File: config.mk
export PLATFORM = sky130hd
export DESIGN_NAME = ecbf_div
export DESIGN_NICKNAME = d
export VERILOG_FILES = /design/src/hdl/ecbf_pkg.sv /design/src/hdl/ecbf_div.sv
export SDC_FILE = /design/constraint.sdc
export NUM_CORES = 1
export LEC_CHECK = 0
export ABC_AREA = 1
export BUFFER_PORTS_ARGS = -buffer_cell sky130_fd_sc_hd__buf_2
export CORE_MARGIN = 5
export CORE_UTILIZATION = 33
export CTS_CLUSTER_SIZE = 14
export DETAILED_ROUTE_END_ITERATION = 12
export PLACE_DENSITY = 0.5
export SLEW_MARGIN = 20
export SYNTH_ARGS = -nofsm -noshare
export SYNTH_HDL_FRONTEND = slang
export SYNTH_SLANG_ARGS = --single-unit
File: constraint.sdc
create_clock -name clk -period 4.2 [get_ports clk]
set_input_delay 0.63 -clock clk [delete_from_list [all_inputs] [get_ports clk]]
set_output_delay 0.63 -clock clk [all_outputs]
set_load 0.01 [all_outputs]
File: src/hdl/ecbf_pkg.sv
// Shared constants and divider handshake types for the clipped box filter.
// No dependencies; ecbf_div and the top level refer to it by scoped names.
package ecbf_pkg;

  localparam int PIX_W   = 16;  // raw pixel sample
  localparam int CRD_W   = 8;   // col / row coordinate
  localparam int DIM_W   = 9;   // frame_width / frame_height register
  localparam int WS_W    = 4;   // window_size register
  localparam int HALF_W  = 3;   // half-width, at most 7
  localparam int SPAN_W  = 4;   // clipped window span, at most 15
  localparam int CNT_W   = 8;   // covered pixel count, at most 225
  localparam int SUM_W   = 24;  // window sum, at most 225 * 65535
  localparam int FRAC_W  = 8;   // fraction bits of the mean
  localparam int NUM_W   = SUM_W + FRAC_W;  // dividend of the mean
  localparam int OUT_W   = 24;  // filtered_value
  localparam int CIDX_W  = 2;   // configuration register index
  localparam int CDAT_W  = 9;   // configuration write data

  localparam int DEF_MAX_WIDTH  = 256;
  localparam int DEF_MAX_HEIGHT = 256;
  localparam int DEF_MAX_WINDOW = 15;

  localparam logic [WS_W-1:0]  RST_WINDOW_SIZE  = 4'd3;
  localparam logic [DIM_W-1:0] RST_FRAME_WIDTH  = 9'd256;
  localparam logic [DIM_W-1:0] RST_FRAME_HEIGHT = 9'd256;

  localparam logic [CIDX_W-1:0] REG_WINDOW_SIZE  = 2'd0;
  localparam logic [CIDX_W-1:0] REG_FRAME_WIDTH  = 2'd1;
  localparam logic [CIDX_W-1:0] REG_FRAME_HEIGHT = 2'd2;

  localparam logic OP_STORE = 1'b0;
  localparam logic OP_READ  = 1'b1;

  typedef struct packed {
    logic             start;
    logic [NUM_W-1:0] dividend;
    logic [CNT_W-1:0] divisor;
  } div_req_t;

  typedef struct packed {
    logic             done;
    logic [OUT_W-1:0] quotient;
  } div_rsp_t;

endpackage

File: src/hdl/ecbf_div.sv
// Restoring divider, one quotient bit per cycle, for the rounded window mean.
// Depends on ecbf_pkg for widths and the request / response structs.
module ecbf_div (
  input  logic              clk,
  input  logic              rst,
  input  ecbf_pkg::div_req_t req,
  output ecbf_pkg::div_rsp_t rsp
);

  localparam int STEP_W = $clog2(ecbf_pkg::NUM_W);

  logic [ecbf_pkg::NUM_W-1:0] dvd;
  logic [ecbf_pkg::CNT_W-1:0] rem;
  logic [ecbf_pkg::CNT_W-1:0] dsr;
  logic [STEP_W-1:0]          step;
  logic                       busy;
  logic                       done;

  logic [ecbf_pkg::CNT_W:0]   rem_sh;
  logic                       ge;
  logic [ecbf_pkg::CNT_W-1:0] rem_next;
  logic [ecbf_pkg::NUM_W-1:0] dvd_next;

  always_comb begin
    rem_sh   = {rem, dvd[ecbf_pkg::NUM_W-1]};
    ge       = (rem_sh >= {1'b0, dsr});
    rem_next = ge ? ecbf_pkg::CNT_W'(rem_sh - {1'b0, dsr}) : rem_sh[ecbf_pkg::CNT_W-1:0];
    dvd_next = {dvd[ecbf_pkg::NUM_W-2:0], ge};
  end

  always_ff @(posedge clk) begin
    if (rst) begin
      busy <= 1'b0;
      done <= 1'b0;
      step <= '0;
    end else if (req.start) begin
      busy <= 1'b1;
      done <= 1'b0;
      step <= STEP_W'(ecbf_pkg::NUM_W - 1);
    end else if (busy) begin
      // advance one bit; stop after the last one
      step <= step - 1'b1;
      if (step == '0) begin
        busy <= 1'b0;
        done <= 1'b1;
      end
    end
  end

  always_ff @(posedge clk) begin
    if (req.start) begin
      dvd <= req.dividend;
      rem <= '0;
      dsr <= req.divisor;
    end else if (busy) begin
      dvd <= dvd_next;
      rem <= rem_next;
    end
  end

  assign rsp.done     = done;
  assign rsp.quotient = dvd[ecbf_pkg::OUT_W-1:0];

endmodule

==> results of run 1 <==
## area by class of cell
type | instances | area (sq um) | area share, %
well taps | 108 | 135.1 | 4.031
flip-flops and latches | 55 | 1501 | 44.79
repair buffers | 68 | 342.8 | 10.23
clock inverters | 1 | 7.507 | 0.2240
inverters | 37 | 138.9 | 4.143
clock buffers | 7 | 96.34 | 2.874
multi-input cells | 231 | 1130 | 33.71
## metrics by stage
step / power (mW) / cells / util (%) / setup WS [ns]
after floorplan: 0.8397 / 356 / - / 2.252
after global placement: 0.8903 / 499 / 36.89 / 1.808
after detailed placement: 0.8923 / 499 / 36.89 / 1.779
after CTS: 1.216 / 507 / 38.06 / 2.104
after global routing: 1.271 / 507 / 38.06 / 1.952
final: 1.198 / 507 / 38.06 / 2.144
## registers in the layout (all words and copies together) (netlist names)
signal and count:
dsr 8, done 1, dvd 32, step 5, busy 1, rem 8
## metal layers
layer / part of all wire [%] / wire, microns
met1: 47 / 3124
met2: 46 / 3032
met3: 5.0 / 331
met4: 1.9 / 124
met5: 0 / 0
## logic make-up after synthesis
| logic type | share of synthesized area (%) |
|---|---|
| fa+ha+maj | 4.843 |
| compound gates | 3.215 |
| simple gates | 28.77 |
| xor+xnor | 0.8770 |
| buf+inv | 12.19 |
| flops | 50.10 |
## worst max-delay path, cell delays in order
cell and delay [ns]:
buf_2 0.64, nor2_2 0.22, inv_1 0.10, buf_4 0.39
## final timing paths
kind              endpoint  cells after the start
hold reg to reg    step[3]                      2
hold / removal     step[3]                      2
setup / recovery   dvd[25]                      4
setup reg to reg    dvd[0]                      7
## cell usage after synthesis, types with 2 or more instances
library cell | count | area (sq um)
nand2_1 | 151 | 566.8
edfxtp_1 | 40 | 1201
inv_1 | 36 | 135.1
buf_4 | 25 | 187.7
nand3_1 | 19 | 95.09
dfxtp_1 | 15 | 300.3
nor2_1 | 12 | 45.04
ha_1 | 10 | 125.1
clkbuf_1 | 5 | 18.77
nand3b_1 | 5 | 37.54
nand4_1 | 4 | 25.02
a21oi_1 | 3 | 15.01
a31oi_1 | 3 | 18.77
nand2_2 | 3 | 18.77
nor2_2 | 3 | 18.77
o21ai_0 | 3 | 15.01
xor2_1 | 2 | 17.52
## power by group through the flow
stage / Combinational [mW] / Sequential [mW] / Clock, mW
6_report: 0.212 / 0.665 / 0.321
5_1_grt: 0.244 / 0.671 / 0.356
4_1_cts: 0.216 / 0.666 / 0.334
3_5_place_dp: 0.215 / 0.677 / 0
3_3_place_gp: 0.212 / 0.678 / 0
2_1_floorplan: 0.171 / 0.669 / 0
==> metrics, run 1 <==
outcome=completed; input/output buffers=67; highest net fanout along the worst path=44; Seq/Total Area, Yosys=approximately half; clock root cell=clkbuf_8; Final #Nets=between 400 and 500; endpoint kind of the worst setup timing path=flop; period utilisation layout=about half; maximum buffer depth of the clock tree=2; final global-route overflow total=0; share of post-route cells with drive strength above 1=about 22%; most frequent cells in the layout=nand2_1, buf_2, edfxtp_1; distinct cell type count after synthesis=34; largest vdd supply drop=159.7 uV; area of placed instances=3248 sq um; minimum clock period after layout=between 2 and 2.5 ns; share of synthesized registers carrying an async set or reset=0%; layout overhead on the synthesized area=11.86%; Setup-failing EPs final=0; Die Height=between 100 and 150 microns; clock skew after layout=0.008979 ns; Arrival @ worst endpoint=roughly 2.0 ns; area of the core region=between 8000 and 9000 sq um; predominant post-synthesis flop cell=edfxtp_1; global-route wire length before repair=roughly 11000 microns; clock latency reported for the late side of the worst-skew pair=roughly 0.30 ns; number of setup buffers added after CTS=0; NetSw=about 330 uW; vias in the first global route=about 2400; number of fill cells in the layout=~900; DIE WIDTH=around 110 microns; worst slew pin tran=0.8466 ns; post-synthesis register bit count=55; initial antenna violation count=0; routed vias=~2300; weighted congestion reported at the end of routability-driven placement=approximately 0.8; most common cell after layout, fill and taps aside=nand2_1; Max Clk Rate=between 400 and 500 MHz; portion of total power attributed to sequential cells=a little under three fifths; full die area=about 11000 sq um; highest-utilization routing layer at the global route stage=met2; source of the worst register-to-register timing path=dsr[6]; drt initial violations=a little over 90; global router's overall resource usage=between 10% and 20%; count of instances resized after the clock tree is built=0; Hold Startpoint=step[3]; post-route standard cell area excluding fillers=~3400 sq um; leakage power summed over all cells=roughly 1.7 nW; syn avg cell area=around 8.4 sq um; detailed-routing iteration count for the pre-antenna-repair pass=4; startpoint kind of the worst setup timing path=primary input; cts hold-fix bufs=0; share of power burned in combinational logic=17.7%; count of pins on the block boundary=slightly below 70; maximum number of pins on one net before global-route repair=45; Critical Path RT=approximately 4.2 ns; post-synth design cell area=roughly 3000 sq um; crit path kind=in -> reg; fin. max-slew vios=0; setup repair after global routing missed its margin=no; Synthesized Nets=410; number of nets with antenna violations after detailed routing=0; Num Clock Sinks=55; cell count after synthesis=356; number of diodes=0; launching element of the worst setup path=req[40]; H-tree levels=2; Cell Rows=34; final worst hold slack=between 0.4 and 0.5 ns; DRC errors left=0; power density over cell area=roughly 360 nW/um^2; average detailed-routed wire length per instance=roughly 13 microns; M1 GR Usage=around 16%; initial core utilization=approximately a third; Avg Vias per Cell=between 4 and 5; Rel. slew slack=43.56%; switching share of power=a little over a quarter; YS warnings=0; met3 demand-to-capacity share in global routing=between 2 and 3%; TritonCTS Buffers=5; detailed placer's ending HPWL=approximately 4800 microns; hold violation count in the final report=0; class of the tightest hold or removal check=reg -> reg; CTS tree=built; EDFF count, synth=40; internal power of the cells=around 870 uW; sum of negative setup slack=0 ns; relative contribution of the clock network to total power=between 20% and 30%; Max Cap Viol=0; GR Util met2=19.26%; register clock-pin slew on the reported worst setup and hold paths=roughly 0.090 ns; aggregate routed wire length=around 6600 microns; flop-to-flop setup slack=around 2.3 ns
No activity file was read; power rests on OpenSTA's default activity.
==> run 2: changes to the inputs <==
PLACE_DENSITY = 0.52   (was 0.5)
clock period = 1.65 ns   (was 4.2 ns; I/O delays follow)
==> run 2 against run 1 <==
Compared with the run above: clock power grew 130%; non-clock buffer count is 19 higher; combinational power grew to 3.1 times the previous value; power increased to 2.6 times the previous value; register-to-register slack got worse by 2.3 ns; clock skew up 0.0023 ns; global-route usage is 0.32 points higher; setup slack worse by 2.1 ns; sequential share of layout area fell by 3.6 points.
==> metrics, run 2 (same netlist as run 1, synthesis figures left out) <==
outcome=completed; area occupied by multi-input gates=between 1000 and 1500 sq um; clock skew after layout=0.01128 ns; maximum buffer depth of the clock tree=2; Arrival @ worst endpoint=1.83 ns; source of the worst register-to-register timing path=dsr[0]; global-route wire length before repair=about 11000 microns; DIE WIDTH=between 100 and 150 microns; area of the core region=8806 sq um; count of pins on the block boundary=between 60 and 70; power density over cell area=848.1 nW/um^2; Rel. slew slack=approximately 70%; sum of negative setup slack=0 ns; final global-route overflow total=0; number of nets with antenna violations after detailed routing=0; H-tree levels=2; maximum number of pins on one net before global-route repair=35; crit path kind=reg -> reg; routed vias=approximately 2400; Num Clock Sinks=between 50 and 60; average detailed-routed wire length per instance=about 13 microns; startpoint kind of the worst setup timing path=flop; Hold Startpoint=req[6]; input/output buffers=67; biggest registers after layout=dvd: 32 flops, dsr: 8 flops, rem: 8 flops; Die Height=~110 microns; detailed placer's ending HPWL=around 5000 microns; launching element of the worst setup path=dsr[0]; Final #Nets=about 470; detailed-routing iteration count for the pre-antenna-repair pass=4; Avg Vias per Cell=~4.5; post-route standard cell area excluding fillers=~3600 sq um; sequential cell area=between 1500 and 2000 sq um; most common cell after layout, fill and taps aside=nand2_1; TritonCTS Buffers=5; DRC errors left=0; register clock-pin slew on the reported worst setup and hold paths=about 0.10 ns; setup repair after global routing missed its margin=yes; CTS tree=built; vias in the first global route=2363; largest register by flop count=dvd; worst slew pin tran=about 0.42 ns; initial core utilization=34.03%; largest vdd supply drop=slightly below 400 uV; Max Cap Viol=0; initial antenna violation count=0; most frequent cells in the layout=nand2_1, buf_2, edfxtp_1; global router's overall resource usage=12.25%; Max Clk Rate=between 600 and 700 MHz; highest net fanout along the worst path=3; fin. max-slew vios=0; area of placed instances=3393 sq um; endpoint kind of the worst setup timing path=flop; weighted congestion reported at the end of routability-driven placement=around 0.84; share of post-route cells with drive strength above 1=between 30% and 40%; number of diodes=0; aggregate routed wire length=roughly 6700 microns; Cell Rows=34; minimum clock period after layout=about 1.6 ns; layout overhead on the synthesized area=21.59%; clock root cell=clkbuf_8; Setup-failing EPs final=0; max FFs per register=32; drt initial violations=around 100; cts hold-fix bufs=0; class of the tightest hold or removal check=in -> reg; hold violation count in the final report=0; leakage power summed over all cells=1.808 nW; Critical Path RT=1.85 ns; clock latency reported for the late side of the worst-skew pair=0.31 ns; period utilisation layout=just under 100%; full die area=between 10000 and 15000 sq um; number of fill cells in the layout=880
[run 2: cell count changes in the layout (fill, tap and decap cells not counted), sizes merged]
| cell | change |
|---|---|
| buf | +19 |
| clkinv | +1 |
| clkbuf | -1 |
[run 2: layout make-up]
cell class / instances / share of cell area [%]
inverter: 37 / 3.812
multi-input combinational: 231 / 34.92
sequential: 55 / 41.21
timing repair buffer: 87 / 14.01
tap: 108 / 3.709
clock buffer: 6 / 1.992
clock inverter: 2 / 0.3434
[run 2: final timing paths]
kind / to / slack [ns] / depth (start not counted)
hold reg to reg: step[3] / 0.47 / 2
setup / recovery: rem[4] / 0.02 / 7
setup reg to reg: rem[4] / 0.02 / 7
hold / removal: dsr[6] / 0.11 / 1
[run 2: layer usage]
layer,up-vias,global-route usage (%),part of all wire [%],routed length (microns)
li1,1232,-,-,-
met2,45,20.22,48,3252
met5,-,0,0,0
met4,0,3.093,0.71,48
met3,4,2.200,3.3,222
met1,1074,16.65,48,3212
[run 2: per-stage QoR]
step / worst slack (ns) / hold slack, ns / power [mW] / cells / utilization [%]
after CTS: -0.006252 / 0.1023 / 3.085 / 523 / 39.88
after global routing: -0.09977 / 0.09130 / 3.282 / 526 / 41.38
final: 0.01907 / 0.1093 / 3.090 / 526 / 41.38
after global placement: -0.08291 / 0.4257 / 2.319 / 515 / 38.53
after floorplan: 0.08415 / 0.3169 / 2.138 / 356 / -
after detailed placement: -0.09087 / 0.4266 / 2.323 / 515 / 38.53
[run 2: worst max-delay path, stage by stage, from the launching register on]
cell and delay (ns):
edfxtp_1 0.43, ha_4 0.19, fa_2 0.37, o21bai_1 0.17, xnor2_1 0.17, nand2_2 0.08, nand3_1 0.08, nand2_1 0.05
[run 2: where the power goes]
part           total (mW)  internal [mW]  switching (mW)
logic               0.653          0.291           0.362
registers            1.69           1.63          0.0653
clock network       0.742          0.298           0.444
total                3.09           2.22           0.872
[run 2: timing repair]
item / CTS / global route
resized for setup: 6 / 26
pin swaps: 5 / 6
setup buffers: 0 / 3
setup endpoints to repair: 9 / 9
